<file path="config.mk">
export PLATFORM = sky130hd
export DESIGN_NAME = utf8_to_ucs2_decoder
export DESIGN_NICKNAME = d
export VERILOG_FILES = /design/src/utf8dec_pkg.sv /design/src/utf8dec_core.sv /design/src/utf8dec_out_buf.sv /design/src/utf8_to_ucs2_decoder.sv
export VERILOG_INCLUDE_DIRS = /design/src /design/src/src
export SDC_FILE = /design/constraint.sdc
export NUM_CORES = 1
export LEC_CHECK = 0
export ABC_AREA = 1
export BUFFER_PORTS_ARGS = -buffer_cell sky130_fd_sc_hd__buf_2
export CAP_MARGIN = 20
export CORE_MARGIN = 2
export CORE_UTILIZATION = 30
export CTS_CLUSTER_SIZE = 20
export DETAILED_ROUTE_END_ITERATION = 16
export PLACE_DENSITY = 0.53
export SYNTH_ARGS = -nofsm -noshare
export SYNTH_HDL_FRONTEND = slang
export SYNTH_SLANG_ARGS = --single-unit
</file>
<file path="constraint.sdc">
create_clock -name aclk -period 4.1 [get_ports aclk]
set_clock_uncertainty 0.15 [all_clocks]
set_input_delay 0.615 -clock aclk [delete_from_list [all_inputs] [get_ports aclk]]
set_output_delay 0.615 -clock aclk [all_outputs]
set_load 0.03 [all_outputs]
</file>
<file path="src/utf8_to_ucs2_decoder_macros.svh">
// Assertion macros for the UTF-8 to UCS-2 decoder.
`ifndef UTF8_TO_UCS2_DECODER_MACROS_SVH
`define UTF8_TO_UCS2_DECODER_MACROS_SVH
`ifndef SYNTH
// Plain property, clocked on aclk, off during reset.
`define U2D_ASSERT(lbl, prop, msg) \
    lbl: assert property (@(posedge aclk) disable iff (!aresetn) (prop)) \
        else $error(msg);
// Same-cycle implication.
`define U2D_ASSERT_IMPL(lbl, ante, cons, msg) \
    lbl: assert property (@(posedge aclk) disable iff (!aresetn) (ante) |-> (cons)) \
        else $error(msg);
// Next-cycle implication.
`define U2D_ASSERT_NEXT(lbl, ante, cons, msg) \
    lbl: assert property (@(posedge aclk) disable iff (!aresetn) (ante) |=> (cons)) \
        else $error(msg);
`else
`define U2D_ASSERT(lbl, prop, msg)
`define U2D_ASSERT_IMPL(lbl, ante, cons, msg)
`define U2D_ASSERT_NEXT(lbl, ante, cons, msg)
`endif
`endif

</file>
<file path="src/utf8dec_pkg.sv">
// Shared types and constants of the UTF-8 to UCS-2 decoder.
package utf8dec_pkg;

    localparam int DEFAULT_COUNT_BITS = 16;
    localparam logic [15:0] LIMIT_RESET = 16'hFFFF;

    // Lead and continuation byte classes: (byte & MASK) == CODE
    localparam logic [7:0] ASCII_MASK = 8'h80;
    localparam logic [7:0] CONT_MASK  = 8'hC0;
    localparam logic [7:0] CONT_CODE  = 8'h80;
    localparam logic [7:0] LEAD2_MASK = 8'hE0;
    localparam logic [7:0] LEAD2_CODE = 8'hC0;
    localparam logic [7:0] LEAD3_MASK = 8'hF0;
    localparam logic [7:0] LEAD3_CODE = 8'hE0;
    localparam logic [7:0] LEAD4_MASK = 8'hF8;
    localparam logic [7:0] LEAD4_CODE = 8'hF0;
    localparam logic [7:0] LEAD5_MASK = 8'hFC;
    localparam logic [7:0] LEAD5_CODE = 8'hF8;
    localparam logic [7:0] LEAD6_MASK = 8'hFE;
    localparam logic [7:0] LEAD6_CODE = 8'hFC;

    localparam logic [7:0] CONT_BITS  = 8'h3F;
    localparam logic [7:0] LEAD2_BITS = 8'h1F;
    localparam logic [7:0] LEAD3_BITS = 8'h0F;

    typedef struct packed {
        logic [7:0] byte_in;
        logic       end_of_text;
    } in_item_t;

    typedef struct packed {
        logic [15:0] code_unit;
        logic [15:0] unit_index;
    } out_item_t;

    // Decoder to output buffer
    typedef struct packed {
        logic      valid;
        out_item_t data;
    } res_bus_t;

endpackage

</file>
<file path="src/utf8dec_core.sv">
// Input register, byte decoder state, unit counter and limit register.
`include "utf8_to_ucs2_decoder_macros.svh"

module utf8dec_core
    import utf8dec_pkg::*;
#(
    parameter int COUNT_BITS = DEFAULT_COUNT_BITS
) (
    input  logic        aclk,
    input  logic        aresetn,
    input  logic        s_valid,
    output logic        s_ready,
    input  in_item_t    s_data,
    input  logic        cfg_valid,
    output logic        cfg_ready,
    input  logic [15:0] cfg_data,
    output res_bus_t    res,
    input  logic        res_ready
);

    typedef enum logic [1:0] {
        MODE_IDLE,
        MODE_COLLECT,
        MODE_SKIP
    } mode_t;

    logic                  in_valid_reg;
    in_item_t              in_data_reg;
    logic [15:0]           out_limit_reg;
    mode_t                 mode_reg, mode_next;
    logic [2:0]            remain_reg, remain_next;
    logic [15:0]           partial_reg, partial_next;
    logic [COUNT_BITS-1:0] count_reg, count_next;

    logic        advance;
    logic        lead;
    logic        done;
    logic        emit;
    logic [15:0] unit;
    logic [7:0]  b;
    logic [31:0] count_ext;
    logic [31:0] limit_ext;

    assign cfg_ready = 1'b1;
    assign advance   = in_valid_reg && res_ready;
    assign s_ready   = !in_valid_reg || res_ready;
    assign b         = in_data_reg.byte_in;
    assign count_ext = 32'(count_reg);
    assign limit_ext = 32'(out_limit_reg);

    always_comb begin
        mode_next    = mode_reg;
        remain_next  = remain_reg;
        partial_next = partial_reg;
        count_next   = count_reg;
        lead         = 1'b0;
        done         = 1'b0;
        unit         = '0;

        case (mode_reg)
            MODE_COLLECT: begin
                if ((remain_reg == 3'd1 || remain_reg == 3'd2) &&
                    ((b & CONT_MASK) == CONT_CODE)) begin
                    remain_next = remain_reg - 3'd1;
                    if (remain_next == 3'd1) begin
                        partial_next = partial_reg | {4'b0, b[5:0] & CONT_BITS[5:0], 6'b0};
                    end else begin
                        partial_next = partial_reg | {10'b0, b[5:0] & CONT_BITS[5:0]};
                    end
                    if (remain_next == 3'd0) begin
                        mode_next = MODE_IDLE;
                        unit      = partial_next;
                        done      = 1'b1;
                    end
                end else begin
                    lead = 1'b1;
                end
            end
            MODE_SKIP: begin
                if (remain_reg != 3'd0) begin
                    remain_next = remain_reg - 3'd1;
                    if (remain_next == 3'd0) begin
                        mode_next = MODE_IDLE;
                    end
                end else begin
                    lead = 1'b1;
                end
            end
            default: begin
                lead = 1'b1;
            end
        endcase

        // Examine the byte as a lead; stray continuations and 0xFE/0xFF drop out
        if (lead) begin
            mode_next   = MODE_IDLE;
            remain_next = 3'd0;
            if ((b & ASCII_MASK) == 8'h00) begin
                unit = {8'b0, b};
                done = 1'b1;
            end else if ((b & LEAD2_MASK) == LEAD2_CODE) begin
                mode_next    = MODE_COLLECT;
                remain_next  = 3'd1;
                partial_next = {5'b0, b[4:0] & LEAD2_BITS[4:0], 6'b0};
            end else if ((b & LEAD3_MASK) == LEAD3_CODE) begin
                mode_next    = MODE_COLLECT;
                remain_next  = 3'd2;
                partial_next = {b[3:0] & LEAD3_BITS[3:0], 12'b0};
            end else if ((b & LEAD4_MASK) == LEAD4_CODE) begin
                mode_next   = MODE_SKIP;
                remain_next = 3'd3;
            end else if ((b & LEAD5_MASK) == LEAD5_CODE) begin
                mode_next   = MODE_SKIP;
                remain_next = 3'd4;
            end else if ((b & LEAD6_MASK) == LEAD6_CODE) begin
                mode_next   = MODE_SKIP;
                remain_next = 3'd5;
            end
        end

        // Hold the count at the limit or at its own maximum
        emit = done && (count_ext < limit_ext) && (count_reg != {COUNT_BITS{1'b1}});
        if (emit) begin
            count_next = count_reg + COUNT_BITS'(1);
        end

        if (in_data_reg.end_of_text) begin
            mode_next    = MODE_IDLE;
            remain_next  = 3'd0;
            partial_next = '0;
            count_next   = '0;
        end
    end

    assign res.valid           = advance && emit;
    assign res.data.code_unit  = unit;
    assign res.data.unit_index = count_ext[15:0];

    always_ff @(posedge aclk) begin
        if (!aresetn) begin
            in_valid_reg  <= 1'b0;
            out_limit_reg <= LIMIT_RESET;
            mode_reg      <= MODE_IDLE;
            remain_reg    <= 3'd0;
            partial_reg   <= '0;
            count_reg     <= '0;
        end else begin
            if (s_ready) begin
                in_valid_reg <= s_valid;
            end
            if (cfg_valid && cfg_ready) begin
                out_limit_reg <= cfg_data;
            end
            if (advance) begin
                mode_reg    <= mode_next;
                remain_reg  <= remain_next;
                partial_reg <= partial_next;
                count_reg   <= count_next;
            end
        end
    end

    always_ff @(posedge aclk) begin
        if (s_valid && s_ready) begin
            in_data_reg <= s_data;
        end
    end

    `U2D_ASSERT_IMPL(a_res_needs_item, res.valid, in_valid_reg && res_ready, "result without a held byte")
    `U2D_ASSERT_IMPL(a_collect_count, mode_reg == MODE_COLLECT, remain_reg == 3'd1 || remain_reg == 3'd2, "bad collect count")
    `U2D_ASSERT_IMPL(a_skip_count, mode_reg == MODE_SKIP, remain_reg != 3'd0, "skip with nothing left")
    `U2D_ASSERT_NEXT(a_eot_clears, advance && in_data_reg.end_of_text, count_reg == '0 && mode_reg == MODE_IDLE, "end of text did not clear")
    `U2D_ASSERT_IMPL(a_index_below_limit, res.valid, count_ext < limit_ext, "unit emitted past limit")

endmodule

</file>
<file path="src/utf8dec_out_buf.sv">
// Output register with skid stage for decoded code units.
module utf8dec_out_buf
    import utf8dec_pkg::*;
(
    input  logic      aclk,
    input  logic      aresetn,
    input  res_bus_t  res,
    output logic      res_ready,
    output logic      m_valid,
    input  logic      m_ready,
    output out_item_t m_data
);

    logic      out_valid_reg;
    out_item_t out_data_reg;
    logic      skid_valid_reg;
    out_item_t skid_data_reg;
    logic      push;
    logic      drain;

    assign res_ready = !skid_valid_reg;
    assign push      = res.valid && res_ready;
    assign drain     = !out_valid_reg || m_ready;
    assign m_valid   = out_valid_reg;
    assign m_data    = out_data_reg;

    always_ff @(posedge aclk) begin
        if (!aresetn) begin
            out_valid_reg  <= 1'b0;
            skid_valid_reg <= 1'b0;
        end else if (drain) begin
            if (skid_valid_reg) begin
                out_valid_reg  <= 1'b1;
                skid_valid_reg <= 1'b0;
            end else begin
                out_valid_reg <= push;
            end
        end else if (push) begin
            // hold the new transaction while the receiver stalls
            skid_valid_reg <= 1'b1;
        end
    end

    always_ff @(posedge aclk) begin
        if (drain) begin
            if (skid_valid_reg) begin
                out_data_reg <= skid_data_reg;
            end else if (push) begin
                out_data_reg <= res.data;
            end
        end else if (push) begin
            skid_data_reg <= res.data;
        end
    end

endmodule

</file>
<file path="src/utf8_to_ucs2_decoder.sv">
// Top level of the UTF-8 to UCS-2 decoder.
//
// Bytes enter on s_valid/s_ready/s_data, one per transaction, with an
// end_of_text flag on the last byte of a text. Decoded 16-bit code units
// leave on m_valid/m_ready/m_data with their position in the text.
// One-, two- and three-byte sequences produce a unit; four- to six-byte
// sequences, stray continuation bytes and 0xFE/0xFF produce none.
// cfg_valid/cfg_ready/cfg_data write the output limit; cfg_ready is always
// high. Write it only while no byte is in flight.
// Path: a unit is decoded from its final byte while that byte sits in the
// input register, and the unit is loaded into the output register (or
// into the skid stage while the receiver stalls).
// Throughput: one byte per cycle unless the output stalls; the decode step
// is one pass of logic between the input register and the output register.
// Reset clears the decoder state and the unit count and sets the limit to
// 65535; m_valid is low and s_ready high from the first clock edge in reset.
// When the receiver stalls, a skid stage takes one more unit and then
// s_ready falls until the output drains.
module utf8_to_ucs2_decoder
    import utf8dec_pkg::*;
#(
    parameter int COUNT_BITS = DEFAULT_COUNT_BITS
) (
    input  logic        aclk,
    input  logic        aresetn,
    input  logic        s_valid,
    output logic        s_ready,
    input  in_item_t    s_data,
    output logic        m_valid,
    input  logic        m_ready,
    output out_item_t   m_data,
    input  logic        cfg_valid,
    output logic        cfg_ready,
    input  logic [15:0] cfg_data
);

    res_bus_t res;
    logic     res_ready;

    utf8dec_core #(
        .COUNT_BITS(COUNT_BITS)
    ) u_core (
        .aclk      (aclk),
        .aresetn   (aresetn),
        .s_valid   (s_valid),
        .s_ready   (s_ready),
        .s_data    (s_data),
        .cfg_valid (cfg_valid),
        .cfg_ready (cfg_ready),
        .cfg_data  (cfg_data),
        .res       (res),
        .res_ready (res_ready)
    );

    utf8dec_out_buf u_out_buf (
        .aclk      (aclk),
        .aresetn   (aresetn),
        .res       (res),
        .res_ready (res_ready),
        .m_valid   (m_valid),
        .m_ready   (m_ready),
        .m_data    (m_data)
    );

endmodule
</file>
* Word level (Yosys, flattened, before mapping)
Cells that the tools add are included.
Storage, ports and cells: flip-flop bits (word level) 129, bits of input ports 30, output and inout port bits 35
Cells by class: add/subtract/negate cells 2, magnitude comparators 1, eq/ne operators 14, muxes and demuxes 49, bitwise gates (word level) 4, reduce and logical (&&, ||, !) cells 24
Operator list (count):
- 16-bit 2-to-1 mux | 15
- 32-bit 2-to-1 mux | 2
- 3-bit 2-to-1 mux | 10
- 2-bit 2-to-1 mux | 11
- 16-bit by 1-bit adder with 16-bit output, second input constant | 1
- 16-bit less-than comparator | 1
- 16-bit != test, second input constant | 1
- 16-bit by 12-bit bitwise OR with 16-bit output | 1
- 16-bit by 6-bit bitwise OR with 16-bit output | 1
- 8-bit logical NOT | 1
- 1-bit 2-to-1 mux | 8
- 4-bit by 1-bit != test with 1-bit output, second input constant | 2
- 7-bit equality test, second input constant | 1
- 1-bit logical AND | 7
- 3-bit by 1-bit equality test with 1-bit output, second input constant | 2
- 6-bit equality test, second input constant | 1
- 3-bit one-hot mux with 2 select lines | 1
- 2-bit AND reduction | 3
- 5-bit equality test, second input constant | 1
- 2-bit equality test, second input constant | 2
- 4-bit equality test, second input constant | 1
- 2-bit one-hot mux with 2 select lines | 1
- 4-bit AND reduction | 1
- 2-bit nonzero test | 2
- 12 further kinds | 17

* Longest topological paths before layout
Gate-level depths: netlist of the first run.
depth after elaboration 13, depth in mapped cells 14, mapped depth without buffers 13

* Cells and area by module
From an unflattened synthesis of the first run, not the netlist that was laid out.
Second synthesis, totals: cell total of the unflattened synthesis 687, area total of the unflattened synthesis 6168.4 µm²
Modules (own cells, without submodules):
- utf8dec_core | instances 1, cells each 508, area each 3673.5 µm², seq. area each 1351.3 µm²
- utf8dec_out_buf | instances 1, cells each 179, area each 2494.9 µm², seq. area each 1961.9 µm²

* Worst setup path before layout of the first run
No wires, ideal clock.
path type reg-to-reg, from register u_core.remain_reg[0], to register u_out_buf.skid_data_reg[0] in the netlist's numbering (enable), data arrival time 2937 ps, data required time 3529 ps, path slack 592 ps, stages on the path, launching flop included 13, buffers on the path 2, clock period less this slack 3508 ps, cell sequence dfxtp_1 -> inv_1 -> ha_1 -> inv_1 -> nand2_1 -> nand3_1 -> nor2_4 -> a21oi_2 -> nor2_2 -> nand2_2 -> buf_6 -> buf_12 -> nor2_1
Between the ends: word-level cells in the longest chain between the ends 12
Ends and longest elaborated chain:
- from (decl) | RTL line utf8dec_core.sv:31 | logic [2:0] remain_reg, remain_next;
- from (signal assigned) | RTL line utf8dec_core.sv:156 | remain_reg <= remain_next;
- 3-bit by 1-bit subtractor with 3-bit output (tied with other cells) | RTL line utf8dec_core.sv:64 | remain_next = remain_reg - 3'd1;
- 3-bit logical NOT / 1-bit logical OR (equally long branches) | RTL line utf8dec_core.sv:70, utf8dec_core.sv:62
- 1-bit 2-to-1 mux / 1-bit logical AND (equally long branches) | RTL line utf8dec_core.sv:70, utf8dec_core.sv:62
- 1-bit 2-to-1 mux | RTL line utf8dec_core.sv:62 | if ((remain_reg == 3'd1 || remain_reg == 3'd2) &&
- 1-bit 2-to-1 mux | RTL line utf8dec_core.sv:60 | case (mode_reg)
- 1-bit 2-to-1 mux | RTL line utf8dec_core.sv:98 | if ((b & ASCII_MASK) == 8'h00) begin
- 1-bit 2-to-1 mux * | RTL line utf8dec_core.sv:95 | if (lead) begin
- 1-bit logical AND * (2 in series) | RTL line utf8dec_core.sv:122 | emit = done && (count_ext < limit_ext) && (count_reg != {COUNT_BITS{1'b1}});
- 1-bit logical AND * | RTL line utf8dec_core.sv:135 | assign res.valid = advance && emit;
- 1-bit logical AND * | RTL line utf8dec_out_buf.sv:22 | assign push = res.valid && res_ready;
- 2-bit AND reduction (no source line) *
- to (signal assigned) | RTL line utf8dec_out_buf.sv:52 | skid_data_reg <= res.data;
- to (decl) | RTL line utf8dec_out_buf.sv:17 | out_item_t skid_data_reg;
Every way passes the cells marked *; elsewhere a longest branch is shown, timed or not. A chain may end at the register's enable or synchronous reset.

* Worst setup path in the final report of the first run
from register u_core.remain_reg[0], to register u_out_buf.skid_data_reg[18] in the netlist's numbering (enable)
The elaborated chain is that of the path after synthesis.

==> results.yml, run 1 <==
run_status:
  status: "finished, final reports clean"
synthesis:
  yosysUniqueCellTypes: 37
  syn_avg_cell_area_sq_um: 8.909
  syn-num-nets: 743
  ys_warn_count: 0
  synth-edff-count: 73
  seq_area_frac_synth_pct: 53.90
  ys_ff_latch: 129
  syn_inst: 690
  async_reset_ff_share_pct: 0
  ys.flop_type: "edfxtp_1"
  synth_area_sq_mm: 0.006147
placement:
  post-place-ws_ns: 1.267
  place_area_sq_mm: 0.006700
  finalWeightedCongestion: 0.8474
  portBuffers: 63
  dpl.hpwl_um: 9783
pwr:
  p_switching_mw: 0.6972
  power_frac_comb_pct: 5.4
  ir_worst_vdd_mv: 0.2841
  p_int_mw: 2.458
  seq_power_share_pct: 44.8
  finalPower_mw: 3.155
  power_density_mw_per_mm2: 431.2
  p_leak_nw: 2.858
  swShare_pct: 22.10
  power.share.clock_pct: 49.8
timing:
  slew_headroom_pct: 37.22
  rsz0062_at_grt: "false"
  hold_viol_final: 0
  tightestPinTransition_ns: 0.9417
  fin_ws_ns: 1.282
  period_needed_ns: 2.818
  setup-violations-final: 0
  slew_viol_final: 0
  min_period_over_period_pct: 68.73
  fin_setup_tns_ns: 0
  fmax_ghz: 0.3549
layout:
  finish.instance_area_sq_mm: 0.007317
  fin_nets: 804
  n_fill_cell: 2102
  num_antenna_cells: 0
  final_util_pct: 36.28
  area_growth_syn_to_layout_pct: 19.03
  drive_gt1_share_pct: 17.41
critical_path:
  reg2reg_slack_ns: 1.28
  cp.arrival_ns: 2.74
  critPathRequiredTime_ns: 4.02
  crit_path_end_kind: "register"
  cp-start-kind: "register"
  criticalPathCategory: "reg2reg"
  cp_max_fo: 31
route:
  post_drt_wl_per_cell_um: 13.39
  antenna_left: 0
  drtIter0Drc: 312
  routed_wl_um: 13850
  remaining_drc_errors: 0
  routed_via_density: 4.535
  vias: 4689
  first_pass_iters: 4
clock_network:
  cts_root_buffer: "clkbuf_16"
  htreeDepth: 4
  path_clk_slew_ns: 0.06
  cts_tree: "built"
  cts_setup_buffers: 0
  insertion_delay_ns: 0.42
  cts_buffers: 17
  cts.repair.resized: 0
  clock_sinks: 129
  hold_buffers: 0
  cts.path.max_buffers: 2
floorplanning:
  ioPinCount: 65
  rows: 52
  die-area_sq_mm: 0.02165
  start_util_pct: 30.48
  die_height_um: 147.1
  core-area_sq_mm: 0.02017
  die_w_um: 147.1
global_routing:
  grt_pass1_wl_um: 23240
  grtUsageTotal_pct: 13.53
  grt_pass1_vias: 4546
  grt_start_max_net_pins: 45
  grt-ovfl-total: 0
  antenna_found_initial: 0
run:
  maxCapViolCount: 0
hold_path:
  hold_class: "in2reg"
[layout by cell type, fill, tap and decap left out, types with 5 or more instances in the layout]
cell type	n
nor2_1	50
nand2_1	185
o21bai_1	6
ha_1	23
buf_2	63
inv_1	62
clkbuf_16	17
o21ai_0	47
xor2_1	10
a21oi_1	60
nand4_1	6
a31oi_1	5
nor3_1	13
dfxtp_1	56
a21oi_2	8
nor2_2	7
nand3_2	9
nand3_1	20
edfxtp_1	73
[metal layers]
metal	global-route usage (%)	routed length [um]	vias to the layer above
met2	20.30	5968	108
met3	3.447	634	15
met5	0	0	-
met4	4.663	167	0
met1	18.97	7077	2138
li1	-	-	2428
[synth_stat cells (all sizes together), types with 9 or more instances]
master / number / share of area [%]
nand2: 190 / 12
edfxtp: 73 / 36
a21oi: 70 / 6.4
inv: 65 / 4.1
nor2: 58 / 3.9
dfxtp: 56 / 18
o21ai: 49 / 4.1
nand3: 29 / 3.1
ha: 23 / 4.7
clkbuf: 16 / 0.98
nor3: 13 / 1.1
xor2: 10 / 1.4
buf: 9 / 1.3
[logic make-up (layout without fill, tap and decap cells)]
group	count (synthesis)	in the layout	share of synthesized area, %
xor+xnor	10	10	1.425
flops	129	129	53.90
compound gates	136	136	12.48
fa+ha+maj	23	23	4.682
simple gates	299	299	21.01
buf+inv	92	166	6.452
other cells	1	1	0.06100
[final timing paths]
kind	from	endpoint	depth (start not counted)
worst max register to register	u_core.remain_reg[0]$_SDFFE_PN0P_	u_out_buf.skid_data_reg[18]$_DFFE_PP_	10
worst min register to register	u_core.partial_reg[15]$_SDFFE_PN0P_	u_core.partial_reg[15]$_SDFFE_PN0P_	2
worst max-delay path	u_core.remain_reg[0]$_SDFFE_PN0P_	u_out_buf.skid_data_reg[18]$_DFFE_PP_	10
worst min-delay path	s_data[3]	u_core.b[2]$_DFFE_PP_	1
[layout make-up]
cell class	instances	area [sq um]	share of cell area (%)
clock buffer	18	429.2	5.865
clock inverter	14	187.7	2.565
inverter	67	256.5	3.505
multi-input combinational	469	2447	33.45
sequential	129	3313	45.28
tap	270	337.8	4.617
timing repair buffer	67	345.3	4.720
[metrics by stage]
step                std cells  hold slack, ns
floorplan                 690          0.2802
global placement         1002          0.2925
detailed placement       1002          0.2946
CTS                      1034          0.2056
global route             1034          0.2028
finish                   1034          0.2213
[power groups by stage]
| stage | Sequential, mW | Clock, mW | Combinational, mW |
|---|---|---|---|
| 6_report | 1.41 | 1.57 | 0.172 |
| 3_5_place_dp | 1.44 | 0 | 0.173 |
| 2_1_floorplan | 1.45 | 0 | 0.103 |
| 3_3_place_gp | 1.44 | 0 | 0.172 |
| 4_1_cts | 1.41 | 1.61 | 0.174 |
| 5_1_grt | 1.42 | 1.66 | 0.195 |
[worst max-delay path: stages, from the launching register on]
cell and delay, ns:
dfxtp_1 0.38, inv_1 0.11, ha_1 0.23, nand2_2 0.09
nand3_1 0.13, nor2_4 0.25, a21oi_2 0.06, nor2_2 0.11
nand2_2 0.33, nor2_2 0.22, buf_4 0.38
No activity file was read; power rests on OpenSTA's default activity.
==> run 2, diff against run 1 <==
==> constraint.sdc (replaced) <==
create_clock -name aclk -period 2.7 [get_ports aclk]
set_clock_uncertainty 0.15 [all_clocks]
set_input_delay 0.405 -clock aclk [delete_from_list [all_inputs] [get_ports aclk]]
set_output_delay 0.405 -clock aclk [all_outputs]
set_load 0.03 [all_outputs]
==> run 2 against run 1 <==
  * Die area stayed put
  * Combinational power is 66% higher
  * Total power increased by 50%
  * Cell count is 2.2% higher
  * Largest cell class unchanged
  * Global-route usage up 0.082 points
  * Sequential power grew 52%
  * Design area up 2.7%
  * Count of clock-buffer cells in the layout down 1
  * First-iteration DRC count up 2.6%
  * Register-to-register slack got worse by 1.0 ns
  * Utilization up 0.97 points
  * Flip-flop and latch count stayed put
  * Critical endpoint is now u_out_buf.skid_data_reg[7]$_DFFE_PP_
==> results.yml, run 2 (synthesis results as in run 1) <==
clock_network:
  cts.repair.resized: 0
  cts_tree: "built"
  cts_setup_buffers: 0
  hold_buffers: 7
  cts.path.max_buffers: 2
  cts_buffers: 17
  htreeDepth: 4
  path_clk_slew_ns: 0.06
  cts_root_buffer: "clkbuf_16"
  insertion_delay_ns: 0.42
  clock_sinks: 129
floorplanning:
  ioPinCount: 65
  die_height_um: 147.1
  die_w_um: 147.1
  start_util_pct: 30.48
  core-area_sq_mm: 0.02017
  rows: 52
  die-area_sq_mm: 0.02165
timing:
  min_period_over_period_pct: 90.91
  period_needed_ns: 2.455
  fin_ws_ns: 0.2454
  fin_setup_tns_ns: 0
  fmax_ghz: 0.4074
  setup-violations-final: 0
  hold_ws_ns: 0.01948
  slew_headroom_pct: 36.34
  tightestPinTransition_ns: 0.9549
  hold_viol_final: 0
  slew_viol_final: 0
  rsz0062_at_grt: "false"
hold_path:
  hold_end: "u_core.in_data_reg[0]$_DFFE_PP_"
  hold_depth: 1
  hold_class: "in2reg"
  hp-start: "s_data[0]"
layout:
  drive_gt1_share_pct: 18.81
  fin_cells: 1057
  final_util_pct: 37.25
  final_common_cell: "nand2_1"
  area_growth_syn_to_layout_pct: 22.21
  fin_nets: 827
  finish.instance_area_sq_mm: 0.007512
  num_antenna_cells: 0
  layout_common_cells: "nand2_1 (185), edfxtp_1 (73), buf_2 (63)"
placement:
  dpl.hpwl_um: 10150
  place_inst: 1018
  post-place-ws_ns: 0.2567
  finalWeightedCongestion: 0.8248
  portBuffers: 63
  place_area_sq_mm: 0.006850
critical_path:
  cp_max_fo: 32
  crit_path_end_kind: "register"
  reg2regPathDepth: 12
  criticalPathCategory: "reg2reg"
  cp.arrival_ns: 2.42
  r2r-end: "u_out_buf.skid_data_reg[7]$_DFFE_PP_"
  cp-start-kind: "register"
  critPathRequiredTime_ns: 2.66
  reg2reg_slack_ns: 0.25
  worstReg2RegStart: "u_core.remain_reg[1]$_SDFFE_PN0P_"
pwr:
  power_frac_comb_pct: 6.0
  seq_power_share_pct: 45.3
  p_int_mw: 3.650
  power.share.clock_pct: 48.6
  swShare_pct: 22.77
  finalPower_mw: 4.726
  p_leak_nw: 2.966
  ir_worst_vdd_mv: 0.4030
  p_switching_mw: 1.076
  power_density_mw_per_mm2: 629.2
route:
  vias: 4729
  post_drt_wl_per_cell_um: 13.41
  routed_wl_um: 14170
  first_pass_iters: 5
  drtIter0Drc: 320
  remaining_drc_errors: 0
  antenna_left: 0
  routed_via_density: 4.474
global_routing:
  grtUsageTotal_pct: 13.61
  grt-ovfl-total: 0
  antenna_found_initial: 0
  grt_start_max_net_pins: 45
  grt_pass1_wl_um: 23340
  grt_pass1_vias: 4539
run_status:
  status: "finished, final reports clean"
run:
  maxCapViolCount: 0
-- run 2: cell types whose count changed in the layout (fill, tap and decap cells not counted) --
cell	delta
clkbuf_1	-1
inv_6	+1
clkinvlp_4	-1
buf_12	+2
dlygate4sd3_1	+7
buf_4	+14
nor2_4	+1
bufinv_16	-1
clkinv_1	+2
nor2_2	-1
-- run 2: how the worst max path moves through the flow --
stage | start | to | slack [ns] | depth (start not counted)
4_1_cts | u_core.remain_reg[1]$_SDFFE_PN0P_ | u_out_buf.skid_data_reg[16]$_DFFE_PP_ | 0.24 | 12
3_5_place_dp | u_core.remain_reg[1]$_SDFFE_PN0P_ | u_out_buf.skid_data_reg[24]$_DFFE_PP_ | 0.26 | 12
2_1_floorplan | u_core.remain_reg[0]$_SDFFE_PN0P_ | u_out_buf.m_data[0]$_DFFE_PP_ | 0.01 | 12
3_3_place_gp | u_core.remain_reg[0]$_SDFFE_PN0P_ | u_out_buf.skid_data_reg[24]$_DFFE_PP_ | 0.34 | 12
5_1_grt | u_core.remain_reg[1]$_SDFFE_PN0P_ | u_out_buf.skid_data_reg[6]$_DFFE_PP_ | 0.05 | 12
6_report | u_core.remain_reg[1]$_SDFFE_PN0P_ | u_out_buf.skid_data_reg[7]$_DFFE_PP_ | 0.25 | 12
-- run 2: worst max-delay path: stages, from the launching register on --
cell and delay (ns):
dfxtp_1 0.33, inv_1 0.10, ha_1 0.18, inv_1 0.05, nand2_1 0.09, nand4_1 0.17, nor2_4 0.26, a21oi_2 0.07
nor2_2 0.11, nand2_2 0.11, buf_4 0.19, nor2_4 0.10, buf_12 0.21
-- run 2: final cells by class --
class	instances	area, sq um
clock buffer	17	425.4
clock inverter	15	166.4
fill	2098	12660
inverter	67	256.5
multi-input combinational	469	2452
sequential	129	3313
tap	270	337.8
timing repair buffer	90	560.5
-- run 2: power groups by stage --
stage	Sequential, mW	Combinational [mW]	Clock (mW)
3_3_place_gp	2.19	0.277	0
5_1_grt	2.15	0.319	2.43
3_5_place_dp	2.18	0.278	0
2_1_floorplan	2.21	0.159	0
4_1_cts	2.14	0.288	2.36
6_report	2.14	0.285	2.30
-- run 2: per-layer routing --
metal  global-route usage (%)  vias up  wire length (um)
met5                        0        -                 0
li1                         -     2473                 -
met1                    19.67     2137              7410
met2                    19.88      105              6029
met3                    3.416       14               576
met4                    4.471        0               154
==> run 3, diff against run 2 <==
--- a/config.mk
+++ b/config.mk
@@ -6,14 +6,14 @@
 export SDC_FILE = /design/constraint.sdc
 export NUM_CORES = 1
 export LEC_CHECK = 0
-export ABC_AREA = 1
+export ABC_AREA = 0
 export BUFFER_PORTS_ARGS = -buffer_cell sky130_fd_sc_hd__buf_2
 export CAP_MARGIN = 20
 export CORE_MARGIN = 2
 export CORE_UTILIZATION = 30
 export CTS_CLUSTER_SIZE = 20
 export DETAILED_ROUTE_END_ITERATION = 16
-export PLACE_DENSITY = 0.53
+export PLACE_DENSITY = 0.54
 export SYNTH_ARGS = -nofsm -noshare
 export SYNTH_HDL_FRONTEND = slang
 export SYNTH_SLANG_ARGS = --single-unit
==> run 3 against run 2 <==
  * The flow now finishes with violations (setup timing)
  * Sequential share of layout area grew 1.1 points
  * Non-clock buffer count up 22
  * Routed wire length fell by 9.0%
  * Register-to-register slack got worse by 0.45 ns
  * Count of clock-buffer cells in the layout stayed put
  * Utilization is 2.1 points higher
  * Flip-flop and latch count unchanged
  * Setup slack got worse by 0.45 ns
  * Design area down 2.4%
  * Critical path depth is 2 lower
  * Clock power grew 6%
  * Critical path type unchanged
  * Largest power group unchanged
==> results.yml, run 3 <==
synthesis:
  synth_most_common_cell: "edfxtp_1"
  syn_avg_cell_area_sq_um: 11.52
  yosysUniqueCellTypes: 54
  synth-edff-count: 73
  synthTopCellsByArea: "edfxtp_1 (39%), dfxtp_1 (20%), mux2_2 (5.1%)"
  ys.flop_type: "edfxtp_1"
  netlist.area_leader.share_pct: 38.51
  synth_area_sq_mm: 0.005692
  syn_inst: 494
  synth_commonest_cells: "edfxtp_1 (73), dfxtp_1 (56), nand2_1 (48)"
  seq_area_frac_synth_pct: 58.21
  async_reset_ff_share_pct: 0
  synth.largest_area_cell: "edfxtp_1"
  ys_warn_count: 0
  syn-num-nets: 547
  ys_ff_latch: 129
hold_path:
  hold_class: "in2reg"
  hp-start: "s_data[5]"
clock_network:
  path_clk_slew_ns: 0.06
  insertion_delay_ns: 0.41
  htreeDepth: 4
  clock_sinks: 129
  cts_tree: "built"
  hold_buffers: 0
  cts_root_buffer: "clkbuf_16"
  cts.path.max_buffers: 2
  cts_buffers: 17
layout:
  area_growth_syn_to_layout_pct: 28.86
  num_antenna_cells: 0
  n_fill_cell: 1810
  final_util_pct: 39.34
  drive_gt1_share_pct: 31.65
  layout_common_cells: "edfxtp_1 (73), buf_2 (63), dfxtp_1 (54)"
  multi_input_area_sq_mm: 0.002276
  final_common_cell: "edfxtp_1"
  seq_area_sq_mm: 0.003316
  fin_nets: 653
pwr:
  swShare_pct: 21.97
  p_leak_nw: 2.834
  power.share.clock_pct: 50.7
  p_switching_mw: 1.060
  p_int_mw: 3.764
  seq_power_share_pct: 44.3
  power_density_mw_per_mm2: 657.7
  power_frac_comb_pct: 5.0
  ir_worst_vdd_mv: 0.3971
critical_path:
  reg2reg_slack_ns: -0.20
  worst-path-buf-inv: 2
  path_cells: "inv_2, ha_4, or3b_4, o31a_1, or4_4, a31oi_4, nand3b_4, buf_4, or4_1, nand2_1"
  cp_max_fo: 16
  worstReg2RegStart: "u_core.mode_reg[1]$_SDFFE_PN0P_"
  max_stage_delay_ns: 0.50
  criticalPathCategory: "reg2reg"
  critPathRequiredTime_ns: 2.90
  crit_path_end_kind: "register"
  crit_start: "u_core.mode_reg[1]$_SDFFE_PN0P_"
  crit_slowest_cell: "or4_4"
  cp.arrival_ns: 3.10
  cp-start-kind: "register"
  cpLargestDelayFamily: "simple AND/OR/NAND/NOR gates"
timing:
  fin_setup_tns_ns: -12.76
  fmax_ghz: 0.3446
  slew_viol_final: 0
  fin_ws_ns: -0.2018
  tightestPinTransition_ns: 0.5483
  rsz0062_at_grt: "true"
  slew_headroom_pct: 63.45
  period_needed_ns: 2.902
  setup-violations-final: 77
  min_period_over_period_pct: 107.5
  hold_viol_final: 0
global_routing:
  grt_start_max_net_pins: 44
  grt_pass1_wl_um: 21110
  grt-ovfl-total: 0
  antenna_found_initial: 0
  grtUsageMet2_pct: 19.42
  grt_pass1_vias: 4150
  busiest_layer: "met2"
  use_met3_pct: 3.274
  use_met1_pct: 18.75
  grtUsageTotal_pct: 13.20
route:
  antenna_left: 0
  post_drt_wl_per_cell_um: 15.22
  routed_wl_um: 12890
  routed_via_density: 4.870
  vias: 4125
  remaining_drc_errors: 0
  drtIter0Drc: 224
  first_pass_iters: 5
run_status:
  violations: "setup timing"
  status: "complete, but fails checks"
floorplanning:
  die_w_um: 141.7
  core-area_sq_mm: 0.01864
  start_util_pct: 30.53
  rows: 50
  ioPinCount: 65
  die-area_sq_mm: 0.02009
  die_height_um: 141.7
placement:
  portBuffers: 63
  dpl.hpwl_um: 9202
  finalWeightedCongestion: 0.8538
run:
  maxCapViolCount: 0
==> run 3: cell types whose count changed after synthesis, sizes merged, moves of 19 or more <==
cell   before  now
inv        65   26
nand2     190   48
nor2       58   22
o21ai      49   21
a21oi      70   26
mux2        0   26
a22o        0   19
==> run 3: path summary, 6_finish.rpt <==
check / endpoint / cells after the start
worst min-delay path: u_core.b[4]$_DFFE_PP_ / 1
worst min register to register: u_core.partial_reg[12]$_SDFFE_PN0P_ / 1
worst max register to register: u_core.count_reg[3]$_SDFFE_PN0P_ / 10
worst max-delay path: u_core.count_reg[3]$_SDFFE_PN0P_ / 10
==> run 3: layer usage <==
layer	wire, um	vias to the layer above
li1	-	2050
met1	6290	1952
met2	5740	111
met3	708	12
met4	149	0
met5	0	-
==> run 3: layout make-up <==
cell class | count | share of cell area (%)
Inverter | 26 | 1.331
Clock inverter | 15 | 2.815
Tap cell | 234 | 3.992
Timing Repair Buffer | 112 | 9.826
Sequential cell | 129 | 45.21
Clock buffer | 17 | 5.800
Multi-Input combinational cell | 314 | 31.03
==> run 3: worst register-to-register path, stage by stage (launching register included) <==
cell      delay, ns
dfxtp_2        0.32
inv_2          0.06
ha_4           0.12
or3b_4         0.38
o31a_1         0.25
or4_4          0.50
a31oi_4        0.19
nand3b_4       0.11
buf_4          0.19
or4_1          0.51
nand2_1        0.07
==> run 3: cells by family after synthesis <==
logic type | after synthesis | share of synthesized area, %
muxes | 28 | 5.496
other | 1 | 0.06589
AOI/OAI and AO/OA | 122 | 14.97
DFF | 129 | 58.21
and+or+nand+nor | 138 | 12.40
xor gates and xnor gates | 1 | 0.1539
adders and majority gates | 23 | 5.056
buffers and inverters | 52 | 3.649
==> run 3: metrics by stage <==
stage               area (sq um)  hold WS [ns]  instances  worst slack (ns)  total power, mW
floorplan                   5738        0.2909        494           -0.5250            2.331
detailed placement          6605        0.3133        810           -0.2148            2.422
finish                      7335       0.02079        847           -0.2018            4.824
global placement            6605        0.3043        810           -0.1759            2.415
CTS                         7291       0.01081        847           -0.1999            4.863
global route                7335      0.005832        847           -0.3022            4.979
==> run 3: timing repair <==
item	in CTS	in global routing
buffers inserted	4	0
endpoints found under the setup margin	77	86
gates resized for setup	1	8
pin swaps	1	0
cloned	1	0
==> run 3: power groups by stage <==
stage	registers (mW)	logic [mW]	clock network, mW
3_3_place_gp	2.18	0.235	0
5_1_grt	2.14	0.269	2.57
4_1_cts	2.14	0.244	2.48
2_1_floorplan	2.20	0.132	0
6_report	2.14	0.242	2.44
3_5_place_dp	2.18	0.241	0
